## config.mk

```make
export PLATFORM = sky130hd
export DESIGN_NAME = sfi_cell
export DESIGN_NICKNAME = d
export VERILOG_FILES = /design/src/design/sfi_pkg.sv /design/src/design/sfi_cell.sv
export SDC_FILE = /design/constraint.sdc
export NUM_CORES = 1
export LEC_CHECK = 0
export BUFFER_PORTS_ARGS = -buffer_cell sky130_fd_sc_hd__buf_2
export CORE_UTILIZATION = 45
export DETAILED_ROUTE_END_ITERATION = 10
export HOLD_SLACK_MARGIN = 0.12
export PLACE_DENSITY = 0.84
export REMOVE_ABC_BUFFERS = 1
export SLEW_MARGIN = 20
export SYNTH_ARGS = -nofsm -noshare
export SYNTH_HDL_FRONTEND = slang
export SYNTH_SLANG_ARGS = --single-unit
```

## constraint.sdc

```tcl
create_clock -name clk -period 2.7 [get_ports clk]
set_input_delay 0.135 -clock clk [delete_from_list [all_inputs] [get_ports clk]]
set_output_delay 0.135 -clock clk [all_outputs]
set_load 0.01 [all_outputs]
```

## src/design/sfi_pkg.sv

```systemverilog
// Shared types and constants for the sorted key find-or-insert block.
// No dependencies.
`default_nettype none

package sfi_pkg;

	localparam int KEY_W    = 16;
	localparam int HANDLE_W = 6;

	// token that walks the cell chain, one cell per cycle unless the chain is stalled
	typedef struct packed {
		logic                       act;        // token present
		logic                       has_entry;  // still carrying an entry to place
		logic                       nins;       // table full at entry: lookup only
		logic                       hit;        // key found
		logic signed [KEY_W-1:0]    ekey;       // entry being carried
		logic [HANDLE_W-1:0]        ehnd;
		logic [HANDLE_W-1:0]        rhnd;       // handle of found entry
	} tok_t;

endpackage

`default_nettype wire

```

## src/design/sfi_cell.sv

```systemverilog
// One slot of the sorted table: holds a key and its handle, compares the
// passing token against them and inserts or displaces. Uses sfi_pkg.
`default_nettype none

module sfi_cell #(
	parameter int CNT_W = 7
) (
	input  wire                     clk,
	input  wire                     arst_n,
	input  wire                     adv,
	input  wire  sfi_pkg::tok_t     tok_in,
	input  wire  [CNT_W-1:0]        cnt_in,
	output sfi_pkg::tok_t           tok_out,
	output logic [CNT_W-1:0]        cnt_out
);
	import sfi_pkg::*;

	tok_t                       tok_q;
	tok_t                       tok_nxt;
	logic [CNT_W-1:0]           cnt_q;
	logic signed [KEY_W-1:0]    key_q;
	logic [HANDLE_W-1:0]        hnd_q;
	logic                       vld;
	logic                       wr;

	// slot holds a live entry while slots remain below the entry count
	assign vld = (cnt_in != '0);

	always_comb begin
		tok_nxt = tok_in;
		wr      = 1'b0;
		if (tok_in.act && tok_in.has_entry) begin
			if (vld && key_q == tok_in.ekey) begin
				tok_nxt.has_entry = 1'b0;
				tok_nxt.hit       = 1'b1;
				tok_nxt.rhnd      = hnd_q;
			end else if ((!vld || tok_in.ekey < key_q) && !tok_in.nins) begin
				wr                = 1'b1;
				tok_nxt.has_entry = vld;
				tok_nxt.ekey      = key_q;
				tok_nxt.ehnd      = hnd_q;
			end
		end
	end

	always_ff @(posedge clk or negedge arst_n) begin
		if (!arst_n) begin
			tok_q <= '0;
		end else if (adv) begin
			tok_q <= tok_nxt;
		end
	end

	always_ff @(posedge clk) begin
		if (adv) begin
			cnt_q <= vld ? cnt_in - CNT_W'(1) : '0;
			if (wr) begin
				key_q <= tok_in.ekey;
				hnd_q <= tok_in.ehnd;
			end
		end
	end

	assign tok_out = tok_q;
	assign cnt_out = cnt_q;

endmodule

`default_nettype wire

```

* Word-level counts from Yosys, hierarchy flattened
Cells that the tools add are included.
** Word-level totals
- Register bits :: 61
- Bits of input ports :: 42
- Word-level logic and storage cells :: 32
** Cells by class
- $add $sub $neg :: 1
- Magnitude comparators :: 1
- Equal/unequal tests :: 1
- Multiplexer cells :: 11
- Reduce and logical (&&, ||, !) cells :: 8
** Operator list (number)
- 2-to-1 mux 22 bit :: 2
- 2-to-1 mux 29 bit :: 1
- equality test 16 bit :: 1
- < comparator 16 bit :: 1
- 2-to-1 mux 1 bit :: 7
- nonzero test 7 bit :: 1
- subtractor 7 x 1 -> 7 bit (second input constant) :: 1
- 2-to-1 mux 6 bit :: 1
- logical AND 1 bit :: 3
- logical NOT 1 bit :: 2
- AND reduction 2 bit :: 1
- logical OR 1 bit :: 1

* Longest topological paths before layout
- Depth in word-level cells :: 8
- Mapped depth :: 9
- Gate-level depth less buffers :: 8

* Least setup slack after synthesis
No wires, ideal clock.
- Path type :: register to register
- Start :: register key_q[15]
- End :: register hnd_q[0] (enable)
- Setup time :: 0.381 ns
- Data arrival time :: 2.423 ns
- Path slack :: -0.103 ns
- Stages on the path, launching flop included :: 9
- Path buffers :: 1
- Period minus slack after synthesis :: 2.803 ns
- Cell sequence :: edfxtp_1 > inv_1 > ha_1 > nand4_1 > nor2_1 > a211oi_2 > mux2i_4 > buf_4 > and3_1
** On the way
- Word-level cells in the longest chain between the ends :: 7
- Elaborated cells between the ends (all ways) :: 9
** RTL lines
- from (decl) :: RTL line sfi_cell.sv:21 : logic signed [KEY_W-1:0] key_q;
- from (signal assigned) :: RTL line sfi_cell.sv:58 : key_q <= tok_in.ekey;
- < comparator 16 bit :: RTL line sfi_cell.sv:37 : end else if ((!vld || tok_in.ekey < key_q) && !tok_in.nins) begin
- logical OR 1 bit :: RTL line sfi_cell.sv:37
- logical AND 1 bit :: RTL line sfi_cell.sv:37
- 2-to-1 mux 1 bit :: RTL line sfi_cell.sv:37
- 2-to-1 mux 1 bit (*) :: RTL line sfi_cell.sv:33 : if (vld && key_q == tok_in.ekey) begin
- 2-to-1 mux 1 bit (*) :: RTL line sfi_cell.sv:32 : if (tok_in.act && tok_in.has_entry) begin
- AND reduction 2 bit (no source line) (*)
- to (signal assigned) :: RTL line sfi_cell.sv:59 : hnd_q <= tok_in.ehnd;
- to (decl) :: RTL line sfi_cell.sv:22 : logic [HANDLE_W-1:0] hnd_q;
Mark *: on every way between the ends. The rest lies on a longest branch, timed or not.
A chain may end at the register's enable or synchronous reset.

* Final worst setup path
- Start :: input port tok_in[27] (netlist bit)
- End :: register key_q[4] (enable)
** On the way
- Word-level cells in the longest chain between the ends :: 7
- Elaborated cells between the ends (all ways) :: 9
** RTL lines
- from (decl) :: RTL line sfi_cell.sv:11 : input wire sfi_pkg::tok_t tok_in,
- < comparator 16 bit :: RTL line sfi_cell.sv:37
- logical OR 1 bit :: RTL line sfi_cell.sv:37
- logical AND 1 bit :: RTL line sfi_cell.sv:37
- 2-to-1 mux 1 bit :: RTL line sfi_cell.sv:37
- 2-to-1 mux 1 bit (*) :: RTL line sfi_cell.sv:33
- 2-to-1 mux 1 bit (*) :: RTL line sfi_cell.sv:32
- AND reduction 2 bit (no source line) (*)
Marks and branches as above.

==> impl_metrics.csv <==
group,metric,value,unit
logic_synthesis,yosys_warnings,0,
global_route,use_met1,26.9,%
sta,tightest_slew,750,ps
finish,nets,465,
drt,routed_wl,7200,µm
setup_path,r2r-start,"key_q[15]",
setup_path,endpoint_kind,"flip-flop",
setup_path,crit_fanout,15,
clocking,cts_root_buffer,"clkbuf_8",
placement,place_congestion,0.842,
clocking,cts.htree.levels,3,
finish,drive_gt1_share,29.3,%
clocking,numCtsBuffers,9,
global_route,grt_pass1_wl,11700,µm
setup_path,cp_slowest_cell,"dlygate4sd3_1",
global_route,grtUsageMet3,4.92,%
setup_path,cp.required,2740,ps
finish,layout_common_cells,"80 x buf_2, 39 x nor2_1, 35 x dlygate4sd3_1",
worst_hold_path,hp-start,"cnt_in[6]",
status,violations,"DRC",
die,fp.coreArea,6460,µm²
logic_synthesis,async_reset_ff_share,52.5,%
drt,postRouteAntennaNets,0,
drt,viasPerCell,5.38,
logic_synthesis,yosysSeqAreaShare,54.7,%
global_route,grt_max_degree,43,
sta,finClkSkew,14.9,ps
setup_path,cp_cell_sequence,"dlygate4sd3_1, buf_2, ha_1, nand4_1, nor3_1, a211oi_2, mux2i_4, and3_4, buf_8",
logic_synthesis,netlist_instances,284,
global_route,grt_overflow_total,0,
flow_run,maxCapViolCount,0,
finish,fill_cells,540,
setup_path,regToRegEndpoint,"key_q[4]",
setup_path,critPathLaunchType,"input pin",
finish,synthToLayoutAreaGrowth,35.6,%
sta,setup_viol,0,
setup_path,critPathTopFamily,"buffers and inverters",
setup_path,path_class,"input pin to flip-flop",
worst_hold_path,hp-class,"input pin to flip-flop",
sta,fin_crit_sh,96.9,%
drt,drc_errors,9,
logic_synthesis,ys_seq_elements,61,
sta,final_hold_viol_count,0,
clocking,clkSlewWorstSetupHoldPaths,70,ps
placement,port_buffers,80,
drt,wl_per_cell,14.8,µm
die,io_pins,81,
setup_path,cp.depth,9,
sta,final.setup.tns,0,ps
setup_path,cp-endpoint,"key_q[4]",
drt,firstDrtPassIters,8,
logic_synthesis,synth_ff_type,"dfrtp_1",
global_route,global_route.usage.met2,35.2,%
drt,drt_iter0_drc,141,
sta,max_freq,382,MHz
logic_synthesis,synth-edff-count,29,
setup_path,cpPeakStageDelay,520,ps
clocking,clock_sinks,61,
setup_path,r2r_cells,8,
logic_synthesis,avgSynthCellArea,10.8,µm²
logic_synthesis,mappedNetlistArea,3060,µm²
die,fp.dieW,84.4,µm
sta,finalWorstSetupSlack,84.6,ps
status,status,"finished with violations",
sta,fin_crit,2620,ps
die,die_h,84.4,µm
clocking,cts_max_path_buffers,2,
sta,slew_violations,0,
clocking,cts_tree,"yes",
drt,num_vias,2619,
die,dieArea,7130,µm²
power_and_ir_drop,p_per_area,575,nW/µm²
setup_path,startpoint,"tok_in[27]",
power_and_ir_drop,ir_worst_vdd,0.329,mV
setup_path,cp_num_buf_inv,3,
power_and_ir_drop,leakagePower,1.81,nW
die,rows,29,
global_route,antenna_found_initial,0,
finish,n_antenna_cell,0,
clocking,clk_latency,350,ps
sta,slew_headroom,50.0,%
setup_path,r2r_slack,150,ps
placement,dp_hpwl,4940,µm
setup_path,arrival,2660,ps
logic_synthesis,synth.distinct_cells,39,
placement,dpl_worst_slack,192,ps
finish,final_common_cell,"buf_2",
global_route,grt.busiest_layer,"met2",
die,initial_core_util,47.3,%
global_route,grt_pass1_vias,2497,
global_route,grtUsageTotal,21.2,%
flip-flops by register name, indices dropped and copies added (netlist names):
signal   flops
tok_out     32
hnd_q        6
cnt_out      7
key_q       16
area by class of cell:
cell class / instances / area [µm²] / share of cell area [%]
clock buffer: 13 / 170 / 4.10
clock inverter: 3 / 65.1 / 1.57
inverter: 20 / 75.1 / 1.81
multi-input combinational: 187 / 1230 / 29.6
sequential: 61 / 1670 / 40.3
tap: 77 / 96.3 / 2.32
timing repair buffer: 126 / 841 / 20.3
per-stage QoR:
| step | power [mW] | instances | util (%) | instance area (µm²) | hold WS, ps |
|---|---|---|---|---|---|
| 2_1_floorplan | 1.23 | 268 | - | 2960 | -161 |
| 3_3_place_gp | 1.39 | 436 | 54.8 | 3540 | 240 |
| 3_5_place_dp | 1.40 | 436 | 54.8 | 3540 | 255 |
| 4_1_cts | 2.40 | 487 | 63.9 | 4130 | 147 |
| 5_1_grt | 2.48 | 487 | 64.2 | 4150 | 176 |
| 6_report | 2.39 | 487 | 64.2 | 4150 | 153 |
how the worst min path moves through the flow:
stage / end / slack, ps / cells after the start
2_1_floorplan: tok_out[0] / -160 / 0
3_3_place_gp: tok_out[25] / 240 / 1
3_5_place_dp: tok_out[29] / 250 / 1
4_1_cts: cnt_out[6] / 150 / 2
5_1_grt: cnt_out[6] / 180 / 2
6_report: cnt_out[6] / 150 / 2
layer usage:
layer  wire length, µm  up-vias  part of all wire (%)
met5                 0        -                     0
met1              3230     1273                    45
met4                81        0                   1.1
met2              3550       66                    49
li1                  -     1270                     -
met3               341       10                   4.7
Yosys cell counts, drive strengths merged, types with 2 or more instances:
cell type / count / area share [%]
a31oi: 23 / 4.7
nor2: 40 / 5.0
xnor2: 3 / 0.86
nor2b: 4 / 0.82
nand2: 5 / 0.61
mux2i: 7 / 2.7
mux2: 4 / 1.6
a211oi: 2 / 0.65
ha: 18 / 7.4
buf: 9 / 2.3
nor3: 3 / 0.49
dfrtp: 32 / 26
o21ai: 28 / 4.7
nand4: 4 / 0.82
nand3: 24 / 4.1
a21oi: 11 / 1.8
clkbuf: 7 / 0.86
edfxtp: 29 / 28
inv: 20 / 2.5
cells by family after synthesis:
logic type	Yosys count	synth area share, %
adder cells (fa/ha/maj)	18	7.37
flip-flops	61	54.7
AO/OA/AOI/OAI	68	13.1
XOR/XNOR	4	1.15
multiplexers	11	4.30
AND/OR/NAND/NOR	86	13.9
buffers and inverters	36	5.56
power by group:
group | leakage [nW] | switching [mW] | internal, mW
registers | 0.627 | 0.0289 | 1.04
clock network | 0.119 | 0.361 | 0.601
logic | 1.07 | 0.193 | 0.164
total | 1.81 | 0.583 | 1.80
timing repair:
action / CTS / global route
gates resized for setup: 0 / 4
setup buffers: 0 / 0
hold endpoints to repair: 88 / 0
endpoints found under the setup margin: 0 / 35
hold buffers: 35 / 0
No activity file was read; power rests on OpenSTA's default activity.
